--- src/hw/rtl/ssfad_pkg.sv ---
// Shared types, constants and helpers for the servo status frame decoder.
package ssfad_pkg;

  localparam logic [7:0] HdrByte      = 8'hFF;
  localparam logic [7:0] LenByte      = 8'h0A;
  localparam logic [7:0] ServoIdReset = 8'h01;

  localparam logic [15:0] SignThreshold = 16'd1024;
  localparam logic [9:0]  LoadDivisor   = 10'd1023;
  localparam logic [3:0]  SpeedStep     = 4'd11;

  localparam logic [7:0]  VoltLowLimit  = 8'd120;
  localparam logic [7:0]  VoltMidLimit  = 8'd148;
  localparam logic [11:0] TorqueLow     = 12'd2300;
  localparam logic [11:0] TorqueMid     = 12'd2500;
  localparam logic [11:0] TorqueHigh    = 12'd3100;

  typedef enum logic [2:0] {
    BK_IDLE,
    BK_ROTATE,
    BK_MUL,
    BK_DIV,
    BK_FIX,
    BK_OUT
  } back_state_e;

  // Stall torque in mN*m for a supply voltage code in tenths of a volt.
  function automatic logic [11:0] stall_torque(input logic [7:0] volt);
    logic [11:0] t;
    if (volt < VoltLowLimit) begin
      t = TorqueLow;
    end else if (volt < VoltMidLimit) begin
      t = TorqueMid;
    end else begin
      t = TorqueHigh;
    end
    return t;
  endfunction

endpackage

--- src/hw/rtl/ssfad_if.sv ---
// Channel interfaces: received bytes, servo id writes and decoded results.
interface ssfad_rx_if;
  logic       valid;
  logic       ready;
  logic [7:0] rx_byte;
  modport source (output valid, output rx_byte, input ready);
  modport sink (input valid, input rx_byte, output ready);
endinterface

interface ssfad_cfg_if;
  logic       valid;
  logic       ready;
  logic [7:0] servo_id;
  modport source (output valid, output servo_id, input ready);
  modport sink (input valid, input servo_id, output ready);
endinterface

interface ssfad_res_if;
  logic               valid;
  logic               ready;
  logic               frame_found;
  logic [15:0]        position;
  logic signed [20:0] speed_centi_rpm;
  logic signed [18:0] load_milli_nm;
  logic [7:0]         voltage_decivolts;
  logic [7:0]         temperature_c;
  modport source (output valid, output frame_found, output position, output speed_centi_rpm,
                  output load_milli_nm, output voltage_decivolts, output temperature_c,
                  input ready);
  modport sink (input valid, input frame_found, input position, input speed_centi_rpm,
                input load_milli_nm, input voltage_decivolts, input temperature_c,
                output ready);
endinterface

--- src/hw/rtl/ssfad_front.sv ---
// Front part: byte window capture, servo id register and header search.
module ssfad_front
  import ssfad_pkg::*;
#(
  parameter int WindowBytes = 13,
  localparam int IdxW  = $clog2(WindowBytes),
  localparam int Width = WindowBytes * 8 + IdxW + 1
) (
  input  logic             clk_i,
  input  logic             rst_ni,
  ssfad_rx_if.sink         rx,
  ssfad_cfg_if.sink        cfg,
  output logic             push_valid_o,
  input  logic             push_ready_i,
  output logic [Width-1:0] push_data_o
);

  localparam logic [IdxW-1:0] LastSlot = IdxW'(WindowBytes - 1);

  logic [7:0]      win_q [WindowBytes-1];
  logic [IdxW-1:0] wp_q, wp_d;
  logic [7:0]      servo_id_q;
  logic [7:0]      snap [WindowBytes];
  logic [WindowBytes-1:0] match;
  logic            found;
  logic [IdxW-1:0] hit;
  logic [IdxW-1:0] start;
  logic            at_last;
  logic            accept;

  assign at_last  = (wp_q == LastSlot);
  assign rx.ready = !at_last || push_ready_i;
  assign accept   = rx.valid && rx.ready;
  assign cfg.ready = 1'b1;

  // Complete window: stored slots plus the byte arriving now in the last slot.
  for (genvar k = 0; k < WindowBytes; k++) begin : g_snap
    if (k < WindowBytes - 1) begin : g_old
      assign snap[k] = win_q[k];
    end else begin : g_new
      assign snap[k] = rx.rx_byte;
    end
  end

  for (genvar p = 0; p < WindowBytes; p++) begin : g_match
    assign match[p] = (snap[p] == HdrByte) &&
                      (snap[(p + 1) % WindowBytes] == servo_id_q) &&
                      (snap[(p + 2) % WindowBytes] == LenByte);
  end

  // Search order: last-but-one, last, then 0 upward; walk backward so the first wins.
  always_comb begin
    int ord;
    found = 1'b0;
    hit   = '0;
    ord   = 0;
    for (int i = WindowBytes - 1; i >= 0; i--) begin
      if (i == 0) begin
        ord = WindowBytes - 2;
      end else if (i == 1) begin
        ord = WindowBytes - 1;
      end else begin
        ord = i - 2;
      end
      if (match[ord]) begin
        found = 1'b1;
        hit   = IdxW'(ord);
      end
    end
  end

  assign start = (hit == '0) ? LastSlot : hit - IdxW'(1);

  assign push_valid_o = accept && at_last;
  for (genvar k = 0; k < WindowBytes; k++) begin : g_pack
    assign push_data_o[8*k +: 8] = snap[k];
  end
  assign push_data_o[WindowBytes*8 +: IdxW] = start;
  assign push_data_o[Width-1]               = found;

  always_comb begin
    wp_d = wp_q;
    if (accept) begin
      wp_d = at_last ? '0 : wp_q + IdxW'(1);
    end
  end

  always_ff @(posedge clk_i or negedge rst_ni) begin
    if (!rst_ni) begin
      wp_q       <= '0;
      servo_id_q <= ServoIdReset;
    end else begin
      wp_q <= wp_d;
      if (cfg.valid) begin
        servo_id_q <= cfg.servo_id;
      end
    end
  end

  always_ff @(posedge clk_i) begin
    if (accept && !at_last) begin
      win_q[wp_q] <= rx.rx_byte;
    end
  end

endmodule

--- src/hw/rtl/ssfad_fifo.sv ---
// Two-entry queue between the front and back parts.
module ssfad_fifo #(
  parameter int Width = 109
) (
  input  logic             clk_i,
  input  logic             rst_ni,
  input  logic             in_valid_i,
  output logic             in_ready_o,
  input  logic [Width-1:0] in_data_i,
  output logic             out_valid_o,
  input  logic             out_ready_i,
  output logic [Width-1:0] out_data_o
);

  logic [Width-1:0] mem_q [2];
  logic             wr_ptr_q, rd_ptr_q;
  logic [1:0]       cnt_q;
  logic             push, pop;

  assign in_ready_o  = (cnt_q != 2'd2);
  assign out_valid_o = (cnt_q != 2'd0);
  assign out_data_o  = mem_q[rd_ptr_q];
  assign push        = in_valid_i && in_ready_o;
  assign pop         = out_valid_o && out_ready_i;

  always_ff @(posedge clk_i or negedge rst_ni) begin
    if (!rst_ni) begin
      wr_ptr_q <= 1'b0;
      rd_ptr_q <= 1'b0;
      cnt_q    <= 2'd0;
    end else begin
      if (push) begin
        wr_ptr_q <= !wr_ptr_q;
      end
      if (pop) begin
        rd_ptr_q <= !rd_ptr_q;
      end
      cnt_q <= cnt_q + {1'b0, push} - {1'b0, pop};
    end
  end

  always_ff @(posedge clk_i) begin
    if (push) begin
      mem_q[wr_ptr_q] <= in_data_i;
    end
  end

endmodule

--- src/hw/rtl/ssfad_back.sv ---
// Back part: frame rotation, field decode and result register.
module ssfad_back
  import ssfad_pkg::*;
#(
  parameter int WindowBytes = 13,
  localparam int IdxW  = $clog2(WindowBytes),
  localparam int Width = WindowBytes * 8 + IdxW + 1
) (
  input  logic             clk_i,
  input  logic             rst_ni,
  input  logic             q_valid_i,
  output logic             q_ready_o,
  input  logic [Width-1:0] q_data_i,
  ssfad_res_if.source      res
);

  back_state_e state_q, state_d;

  logic [7:0]      rot_q [WindowBytes];
  logic [7:0]      aligned_q [WindowBytes];
  logic [IdxW-1:0] cnt_q;
  logic            found_q;
  logic [19:0]     spd_mag_q;
  logic            spd_neg_q;
  logic [27:0]     prod_q;
  logic            ld_neg_q;
  logic [18:0]     q0_q;

  logic [15:0] spd_raw, ld_raw, spd_abs, ld_abs;
  logic [11:0] torque;
  logic [28:0] approx;
  logic [28:0] back_mul;
  logic [28:0] rem;
  logic [18:0] quot;
  logic        q_take;

  assign spd_raw = {aligned_q[8], aligned_q[7]};
  assign ld_raw  = {aligned_q[10], aligned_q[9]};
  assign spd_abs = (spd_raw >= SignThreshold) ? spd_raw - SignThreshold : spd_raw;
  assign ld_abs  = (ld_raw >= SignThreshold) ? ld_raw - SignThreshold : ld_raw;
  assign torque  = stall_torque(aligned_q[11]);

  // Divide by 1023: x/1024 * (1 + 2^-10 + 2^-20) is low by at most one.
  assign approx   = {1'b0, prod_q} + {11'b0, prod_q[27:10]} + {21'b0, prod_q[27:20]};
  assign back_mul = {q0_q, 10'b0} - {10'b0, q0_q};
  assign rem      = {1'b0, prod_q} - back_mul;
  assign quot     = (rem >= {19'b0, LoadDivisor}) ? q0_q + 19'd1 : q0_q;

  assign q_take = q_valid_i && q_ready_o;

  always_comb begin
    state_d = state_q;
    case (state_q)
      BK_IDLE: begin
        if (q_valid_i) begin
          state_d = q_data_i[Width-1] ? BK_ROTATE : BK_MUL;
        end
      end
      BK_ROTATE: begin
        if (cnt_q == '0) begin
          state_d = BK_MUL;
        end
      end
      BK_MUL:  state_d = BK_DIV;
      BK_DIV:  state_d = BK_FIX;
      BK_FIX:  state_d = BK_OUT;
      BK_OUT: begin
        if (res.ready) begin
          state_d = BK_IDLE;
        end
      end
      default: state_d = BK_IDLE;
    endcase
  end

  always_comb begin
    q_ready_o = (state_q == BK_IDLE);
    res.valid = (state_q == BK_OUT);
  end

  always_ff @(posedge clk_i or negedge rst_ni) begin
    if (!rst_ni) begin
      state_q <= BK_IDLE;
      for (int k = 0; k < WindowBytes; k++) begin
        aligned_q[k] <= '0;
      end
    end else begin
      state_q <= state_d;
      if (state_q == BK_ROTATE && cnt_q == '0) begin
        for (int k = 0; k < WindowBytes; k++) begin
          aligned_q[k] <= rot_q[k];
        end
      end
    end
  end

  always_ff @(posedge clk_i) begin
    case (state_q)
      BK_IDLE: begin
        if (q_take) begin
          for (int k = 0; k < WindowBytes; k++) begin
            rot_q[k] <= q_data_i[8*k +: 8];
          end
          cnt_q   <= q_data_i[WindowBytes*8 +: IdxW];
          found_q <= q_data_i[Width-1];
        end
      end
      BK_ROTATE: begin
        // Rotate one slot toward the front per cycle until the start slot leads.
        if (cnt_q != '0) begin
          for (int k = 0; k < WindowBytes; k++) begin
            rot_q[k] <= rot_q[(k + 1) % WindowBytes];
          end
          cnt_q <= cnt_q - IdxW'(1);
        end
      end
      BK_MUL: begin
        spd_mag_q <= {4'b0, spd_abs} * {16'b0, SpeedStep};
        spd_neg_q <= (spd_raw >= SignThreshold);
        prod_q    <= {12'b0, ld_abs} * {16'b0, torque};
        ld_neg_q  <= (ld_raw >= SignThreshold);
      end
      BK_DIV: begin
        q0_q <= approx[28:10];
      end
      BK_FIX: begin
        res.frame_found       <= found_q;
        res.position          <= {aligned_q[6], aligned_q[5]};
        res.speed_centi_rpm   <= spd_neg_q ? -$signed({1'b0, spd_mag_q})
                                           : $signed({1'b0, spd_mag_q});
        res.load_milli_nm     <= ld_neg_q ? -$signed(quot) : $signed(quot);
        res.voltage_decivolts <= aligned_q[11];
        res.temperature_c     <= aligned_q[12];
      end
      default: begin
      end
    endcase
  end

endmodule

--- src/hw/rtl/servo_status_frame_align_decode_top.sv ---
// Servo status frame aligner and decoder: top level.
//
// Received serial bytes enter a window of WindowBytes slots, one byte per
// rx transaction. The front part takes a byte every cycle; only the byte that
// completes a window waits, and only while the two-entry queue to the back
// part is full. On a complete window the front part finds the header triple
// 0xFF, servo id, 0x0A (positions last-but-one, last, then 0 upward) and
// queues the window with the found flag and the rotation start. The back part
// takes one queued window at a time: it rotates the window one slot per cycle
// into the aligned frame when a header was found, then multiplies, divides
// by 1023 and signs the fields in its multiply, divide and fix states and
// holds the result in its output register until the result transaction
// completes. The servo id register resets to 1 and takes effect at the next
// search; the aligned frame resets to zero, so a first window without a
// header decodes an all-zero frame.
module servo_status_frame_align_decode_top
  import ssfad_pkg::*;
#(
  parameter int WindowBytes = 13
) (
  input  logic         clk_i,
  input  logic         rst_ni,
  ssfad_rx_if.sink     rx_i,
  ssfad_cfg_if.sink    cfg_i,
  ssfad_res_if.source  res_o
);

  localparam int IdxW  = $clog2(WindowBytes);
  localparam int Width = WindowBytes * 8 + IdxW + 1;

  logic             push_valid, push_ready;
  logic [Width-1:0] push_data;
  logic             pop_valid, pop_ready;
  logic [Width-1:0] pop_data;

  // Capture bytes, hold the servo id and classify each complete window.
  ssfad_front #(
    .WindowBytes(WindowBytes)
  ) u_front (
    .clk_i       (clk_i),
    .rst_ni      (rst_ni),
    .rx          (rx_i),
    .cfg         (cfg_i),
    .push_valid_o(push_valid),
    .push_ready_i(push_ready),
    .push_data_o (push_data)
  );

  // Decouple window capture from the multi-cycle decode.
  ssfad_fifo #(
    .Width(Width)
  ) u_fifo (
    .clk_i      (clk_i),
    .rst_ni     (rst_ni),
    .in_valid_i (push_valid),
    .in_ready_o (push_ready),
    .in_data_i  (push_data),
    .out_valid_o(pop_valid),
    .out_ready_i(pop_ready),
    .out_data_o (pop_data)
  );

  // Align and decode, then hold the result until it is taken.
  ssfad_back #(
    .WindowBytes(WindowBytes)
  ) u_back (
    .clk_i    (clk_i),
    .rst_ni   (rst_ni),
    .q_valid_i(pop_valid),
    .q_ready_o(pop_ready),
    .q_data_i (pop_data),
    .res      (res_o)
  );

  // A completed window must never be dropped at a full queue.
  assert property (@(posedge clk_i) disable iff (!rst_ni) push_valid |-> push_ready)
    else $error("window completed while queue full");

  // The back part only takes a window while no result is pending.
  assert property (@(posedge clk_i) disable iff (!rst_ni)
                   (pop_valid && pop_ready) |-> !res_o.valid)
    else $error("queue popped while result pending");

  // Load never exceeds the highest stall torque: catches a divide slip.
  assert property (@(posedge clk_i) disable iff (!rst_ni)
                   res_o.valid |-> (res_o.load_milli_nm <= 19'sd3100))
    else $error("load above stall torque");

  // Positive speed stays within 1023 * 11.
  assert property (@(posedge clk_i) disable iff (!rst_ni)
                   res_o.valid |-> (res_o.speed_centi_rpm <= 21'sd11253))
    else $error("speed out of range");

endmodule
--- src/flat_wrapper.sv ---
// flat-port wrapper written by rule: the top's interface ports become plain ports
module servo_status_frame_align_decode_top_flat import ssfad_pkg::*;
#(
  parameter int WindowBytes = 13
)
  (clk_i, rst_ni, rx_i_valid, rx_i_rx_byte, rx_i_ready, cfg_i_valid, cfg_i_servo_id, cfg_i_ready, res_o_valid, res_o_frame_found, res_o_position, res_o_speed_centi_rpm, res_o_load_milli_nm, res_o_voltage_decivolts, res_o_temperature_c, res_o_ready);
  ssfad_rx_if rx_i_i ();
  ssfad_cfg_if cfg_i_i ();
  ssfad_res_if res_o_i ();
  input  logic clk_i;
  input  logic rst_ni;
  input wire logic [$bits(rx_i_i.valid)-1:0] rx_i_valid;
  input wire logic [$bits(rx_i_i.rx_byte)-1:0] rx_i_rx_byte;
  output wire logic [$bits(rx_i_i.ready)-1:0] rx_i_ready;
  input wire logic [$bits(cfg_i_i.valid)-1:0] cfg_i_valid;
  input wire logic [$bits(cfg_i_i.servo_id)-1:0] cfg_i_servo_id;
  output wire logic [$bits(cfg_i_i.ready)-1:0] cfg_i_ready;
  output wire logic [$bits(res_o_i.valid)-1:0] res_o_valid;
  output wire logic [$bits(res_o_i.frame_found)-1:0] res_o_frame_found;
  output wire logic [$bits(res_o_i.position)-1:0] res_o_position;
  output wire logic [$bits(res_o_i.speed_centi_rpm)-1:0] res_o_speed_centi_rpm;
  output wire logic [$bits(res_o_i.load_milli_nm)-1:0] res_o_load_milli_nm;
  output wire logic [$bits(res_o_i.voltage_decivolts)-1:0] res_o_voltage_decivolts;
  output wire logic [$bits(res_o_i.temperature_c)-1:0] res_o_temperature_c;
  input wire logic [$bits(res_o_i.ready)-1:0] res_o_ready;
  assign rx_i_i.valid = rx_i_valid;
  assign rx_i_i.rx_byte = rx_i_rx_byte;
  assign rx_i_ready = rx_i_i.ready;
  assign cfg_i_i.valid = cfg_i_valid;
  assign cfg_i_i.servo_id = cfg_i_servo_id;
  assign cfg_i_ready = cfg_i_i.ready;
  assign res_o_valid = res_o_i.valid;
  assign res_o_frame_found = res_o_i.frame_found;
  assign res_o_position = res_o_i.position;
  assign res_o_speed_centi_rpm = res_o_i.speed_centi_rpm;
  assign res_o_load_milli_nm = res_o_i.load_milli_nm;
  assign res_o_voltage_decivolts = res_o_i.voltage_decivolts;
  assign res_o_temperature_c = res_o_i.temperature_c;
  assign res_o_i.ready = res_o_ready;
  servo_status_frame_align_decode_top #(.WindowBytes(WindowBytes)) u_core (.clk_i(clk_i), .rst_ni(rst_ni), .rx_i(rx_i_i), .cfg_i(cfg_i_i), .res_o(res_o_i));
endmodule
--- config.mk ---
export PLATFORM = sky130hd
export DESIGN_NAME = servo_status_frame_align_decode_top_flat
export DESIGN_NICKNAME = d
export VERILOG_FILES = /design/src/hw/rtl/ssfad_pkg.sv /design/src/hw/rtl/ssfad_if.sv /design/src/hw/rtl/ssfad_front.sv /design/src/hw/rtl/ssfad_fifo.sv /design/src/hw/rtl/ssfad_back.sv /design/src/hw/rtl/servo_status_frame_align_decode_top.sv /design/src/flat_wrapper.sv
export SDC_FILE = /design/constraint.sdc
export NUM_CORES = 1
export LEC_CHECK = 0
export BUFFER_PORTS_ARGS = -buffer_cell sky130_fd_sc_hd__buf_2
export CORE_UTILIZATION = 55
export CTS_CLUSTER_SIZE = 20
export DETAILED_ROUTE_END_ITERATION = 6
export PLACE_DENSITY = 0.72
export SETUP_SLACK_MARGIN = 0.2
export SLEW_MARGIN = 20
export SYNTH_ARGS = -nofsm -noshare
export SYNTH_HDL_FRONTEND = slang
export SYNTH_SLANG_ARGS = --single-unit
--- constraint.sdc ---
create_clock -name clk_i -period 10 [get_ports clk_i]
set_input_delay 1.5 -clock clk_i [delete_from_list [all_inputs] [get_ports clk_i]]
set_output_delay 1.5 -clock clk_i [all_outputs]
set_load 0.03 [all_outputs]
==> key figures <==
Run status
  • Status: completed

Worst setup path
  • Worst EP arrival: 7.82 ns
  • R2r endpoint: u_core.u_back.prod_q[25]
  • CP top delay family: adder cells
  • Max incr delay on CP: 0.61 ns
  • Critical path type: reg -> reg
  • CP most frequent cell: fa_1
  • Critical Path Sink: u_core.u_back.prod_q[25]
  • Crit start category: flop
  • Worst r2r path cells: 23
  • CP Capture Type: flop
  • CP Max Fanout: 6
  • Worst Path Required: 10.35 ns
  • Flop2flop setup slack: 2.53 ns
  • Bufs and invs on worst path: 3
  • Critical Path Stages: 23
  • Worst-path cell chain: or4_1, a31oi_1, nand2_1, a21oi_1, o21ai_0, fa_1, inv_1, fa_1, fa_1, fa_1, inv_1, fa_1, inv_1, ha_1, nand2_1, o21ai_0, o41ai_1, o21ai_0, o211ai_1, a21boi_0, o21ai_0, nor2b_1, xnor2_1
  • Highest-delay cell along the critical path: fa_1
  • Crit path from: u_core.u_back.aligned_q[20]
  • Reg-to-reg startpoint: u_core.u_back.aligned_q[20]

Routing
  • Starting DRT DRC Count: 1,938
  • Routed vias: 22,300
  • DRT Pass-1 Iters: 5
  • Residual DRC: 0
  • Routed Antenna Nets: 0
  • WL/cell: 20.3 um
  • Routed wire length: 78.2 mm
  • Via density: 5.79

STA
  • Final Hold Vio Count: 0
  • Fin Setup TNS: 0 ns
  • Worst slew pin tran: 1.15 ns
  • Slew Limit Headroom: 23.5%
  • Fin crit period: 7.47 ns
  • Number of setup violations in the final report: 0
  • Tcrit/Tclk final: 74.7%
  • Clock skew: 0.0220 ns
  • Fmax: 134 MHz
  • Fin worst setup slack: 2.53 ns
  • RSZ-0062 raised after global routing: no
  • Final slew viol count: 0

Global route
  • Antenna violations before repair: 0
  • Grt total ovfl: 0
  • GRT Total Usage: 23.9%
  • First-pass GRT wire length: 123 mm
  • Largest net degree at the start of global routing: 85
  • Number of global-route vias before repair: 22,300

CTS
  • # Post-CTS Setup Buffers: 0
  • H-tree depth: 3
  • Clock Tree Buf Depth: 3
  • TritonCTS clock tree: yes
  • Clk sinks: 646
  • Clk_lat worst skew: 0.62 ns
  • CTS clk-pin slew, worst paths: 0.06 ns
  • Post-CTS Hold Buffers: 0
  • Post-cts sizing count: 0
  • CTS root buf: clkbuf_16
  • CTS buffer count: 68

Hold path
  • Worst Hold Class: reg -> reg
  • Hold-critical path depth: 0
  • Hold Path Origin: u_core.u_back.aligned_q[3]

Synthesis
  • Sequential fraction of the synthesis area: 53.5%
  • Asr flop ratio synth: 12.8%
  • Post-synth EDFFs: 563
  • Ys Warns: 0
  • Mapped Nets: 3,209
  • Mapped Cells: 2,856
  • Mapped Area: 0.0355 mm^2
  • Flops & latches, synth: 646
  • Synth Flop Type: edfxtp_1
  • Mean area per synthesized cell: 12.4 um^2
  • Distinct cells, synth: 90

Layout
  • Nets: 3,299
  • Final instance area: 0.0392 mm^2
  • Share of layout cells above drive strength 1: 11.7%
  • P&R area growth vs syn: 10.5%
  • Reg area: 0.0190 mm^2
  • Area of the multi-input gates: 0.0151 mm^2
  • N_diodes: 0
  • Fillers: 4,851
  • Post-layout util: 61.7%

Placed design
  • Pre-CTS setup slack: 2.60 ns
  • Input/output buffers: 95
  • Post-Place Cell Area: 0.0368 mm^2
  • GP Congestion: 0.922
  • Dpl hpwl: 56.1 mm

Flow run
  • Maxcap violations: 0

Die
  • Die Ht: 256 um
  • # IOs: 97
  • Chip width: 256 um
  • Die area: 0.0655 mm^2
  • Core ar.: 0.0634 mm^2
  • Starting Density: 55.9%
  • Core Rows: 92
==> layout by cell type, fill, tap and decap left out, types with 9 or more instances in the layout <==
cell | synthesis | final
a21o_1 | 21 | 21
a21oi_1 | 94 | 94
a31oi_1 | 9 | 9
and2_1 | 30 | 30
and3_1 | 15 | 14
buf_2 | 7 | 94
buf_4 | 1 | 22
bufinv_16 | 0 | 9
clkbuf_1 | 83 | 17
clkbuf_16 | 0 | 69
clkinv_1 | 0 | 11
dfrtp_1 | 82 | 81
edfxtp_1 | 563 | 563
fa_1 | 118 | 118
ha_1 | 214 | 214
inv_1 | 295 | 295
mux2_2 | 73 | 73
mux2i_1 | 110 | 110
nand2_1 | 205 | 204
nand2b_1 | 16 | 16
nand3_1 | 43 | 43
nand4_1 | 46 | 46
nor2_1 | 125 | 124
nor2b_1 | 16 | 14
nor3_1 | 38 | 34
nor4_1 | 40 | 40
o211ai_1 | 9 | 9
o21a_1 | 13 | 13
o21ai_0 | 147 | 147
o21bai_1 | 15 | 15
or3_1 | 15 | 15
or4b_2 | 22 | 22
xnor2_1 | 127 | 127
xor2_1 | 110 | 110
==> kinds of logic (layout without fill, tap and decap cells) <==
family | count (synthesis) | after routing | synth area share [%]
simple gates | 658 | 658 | 9.50
xor+xnor | 237 | 237 | 5.85
buf+inv | 393 | 537 | 4.20
mux | 185 | 185 | 5.49
flops | 646 | 646 | 53.5
fa+ha+maj | 332 | 332 | 14.2
compound gates | 404 | 404 | 7.20
other cells | 1 | 1 | 0.0106
==> flip-flops by register name, indices dropped and copies added (netlist names), 2 cells and up <==
name	cells
u_core.u_back.spd_mag_q	20
u_core.u_fifo.cnt_q	2
u_core.u_back.q0_q	19
u_core.u_back.res.temperature_c	8
u_core.u_back.cnt_q	4
u_core.u_back.prod_q	26
u_core.u_back.rot_q	104
u_core.u_front.win_q	96
u_core.u_front.servo_id_q	8
u_core.u_back.res.speed_centi_rpm	21
u_core.u_fifo.mem_q	218
u_core.u_back.aligned_q	64
u_core.u_front.wp_q	4
u_core.u_back.state_q	3
u_core.u_back.res.voltage_decivolts	8
u_core.u_back.res.load_milli_nm	19
u_core.u_back.res.position	16
==> worst min-delay path by stage <==
stage                                         end  slack [ns]
3_3_place_gp        u_core.u_back.res.position[5]        0.43
6_report       u_core.u_back.res.temperature_c[3]        0.44
2_1_floorplan       u_core.u_back.res.frame_found        0.40
3_5_place_dp   u_core.u_back.res.temperature_c[4]        0.43
4_1_cts        u_core.u_back.res.temperature_c[3]        0.44
5_1_grt            u_core.u_back.res.position[10]        0.45
==> metrics by stage <==
stage          cells  hold slack (ns)
6_report        3846            0.441
5_1_grt         3846            0.454
4_1_cts         3846            0.442
3_5_place_dp    3722            0.430
3_3_place_gp    3722            0.428
2_1_floorplan   2856            0.400
==> area by class of cell <==
type,count,area share [%]
clock buffers,88,4.64
clock inverters,36,1.25
inverters,297,2.85
multi-input cells,1817,38.5
flip-flops and latches,646,48.5
well taps,846,2.70
repair buffers,116,1.62
==> worst reg2reg max path, stage by stage (launching register included) <==
cell,delay [ns]
dfrtp_1,0.42
or4_1,0.54
a31oi_1,0.19
nand2_1,0.16
a21oi_1,0.56
o21ai_0,0.36
fa_1,0.61
inv_1,0.05
fa_1,0.52
fa_1,0.44
fa_1,0.54
inv_1,0.05
fa_1,0.53
inv_1,0.05
ha_1,0.35
nand2_1,0.09
o21ai_0,0.13
o41ai_1,0.55
o21ai_0,0.25
o211ai_1,0.24
a21boi_0,0.14
o21ai_0,0.21
nor2b_1,0.18
xnor2_1,0.07
==> per-layer routing <==
| metal | vias up | routed length, um | track usage, % |
|---|---|---|---|
| li1 | 10400 | - | - |
| met1 | 11000 | 34000 | 33.1 |
| met2 | 734 | 37400 | 39.3 |
| met3 | 163 | 4600 | 3.42 |
| met4 | 0 | 2150 | 7.17 |
| met5 | - | 0 | 0 |
==> Yosys cell counts (21+ instances only) <==
master,count,share of area (%)
a21oi_1,94,1.3
edfxtp_1,563,48
mux2i_1,110,3.1
inv_1,295,3.1
nand3_1,43,0.61
nand2_1,205,2.2
nand4_1,46,0.81
xnor2_1,127,3.1
or4b_2,22,0.62
xor2_1,110,2.7
nor2_1,125,1.3
ha_1,214,7.6
nor4_1,40,0.71
fa_1,118,6.7
clkbuf_1,83,0.88
a21o_1,21,0.44
o21ai_0,147,2.1
mux2_2,73,2.3
nor3_1,38,0.54
and2_1,30,0.53
dfrtp_1,82,5.8
Power is left out: the tool's default activity adds up to more than one toggle a clock period on the data nets, which glitch-free logic cannot reach.
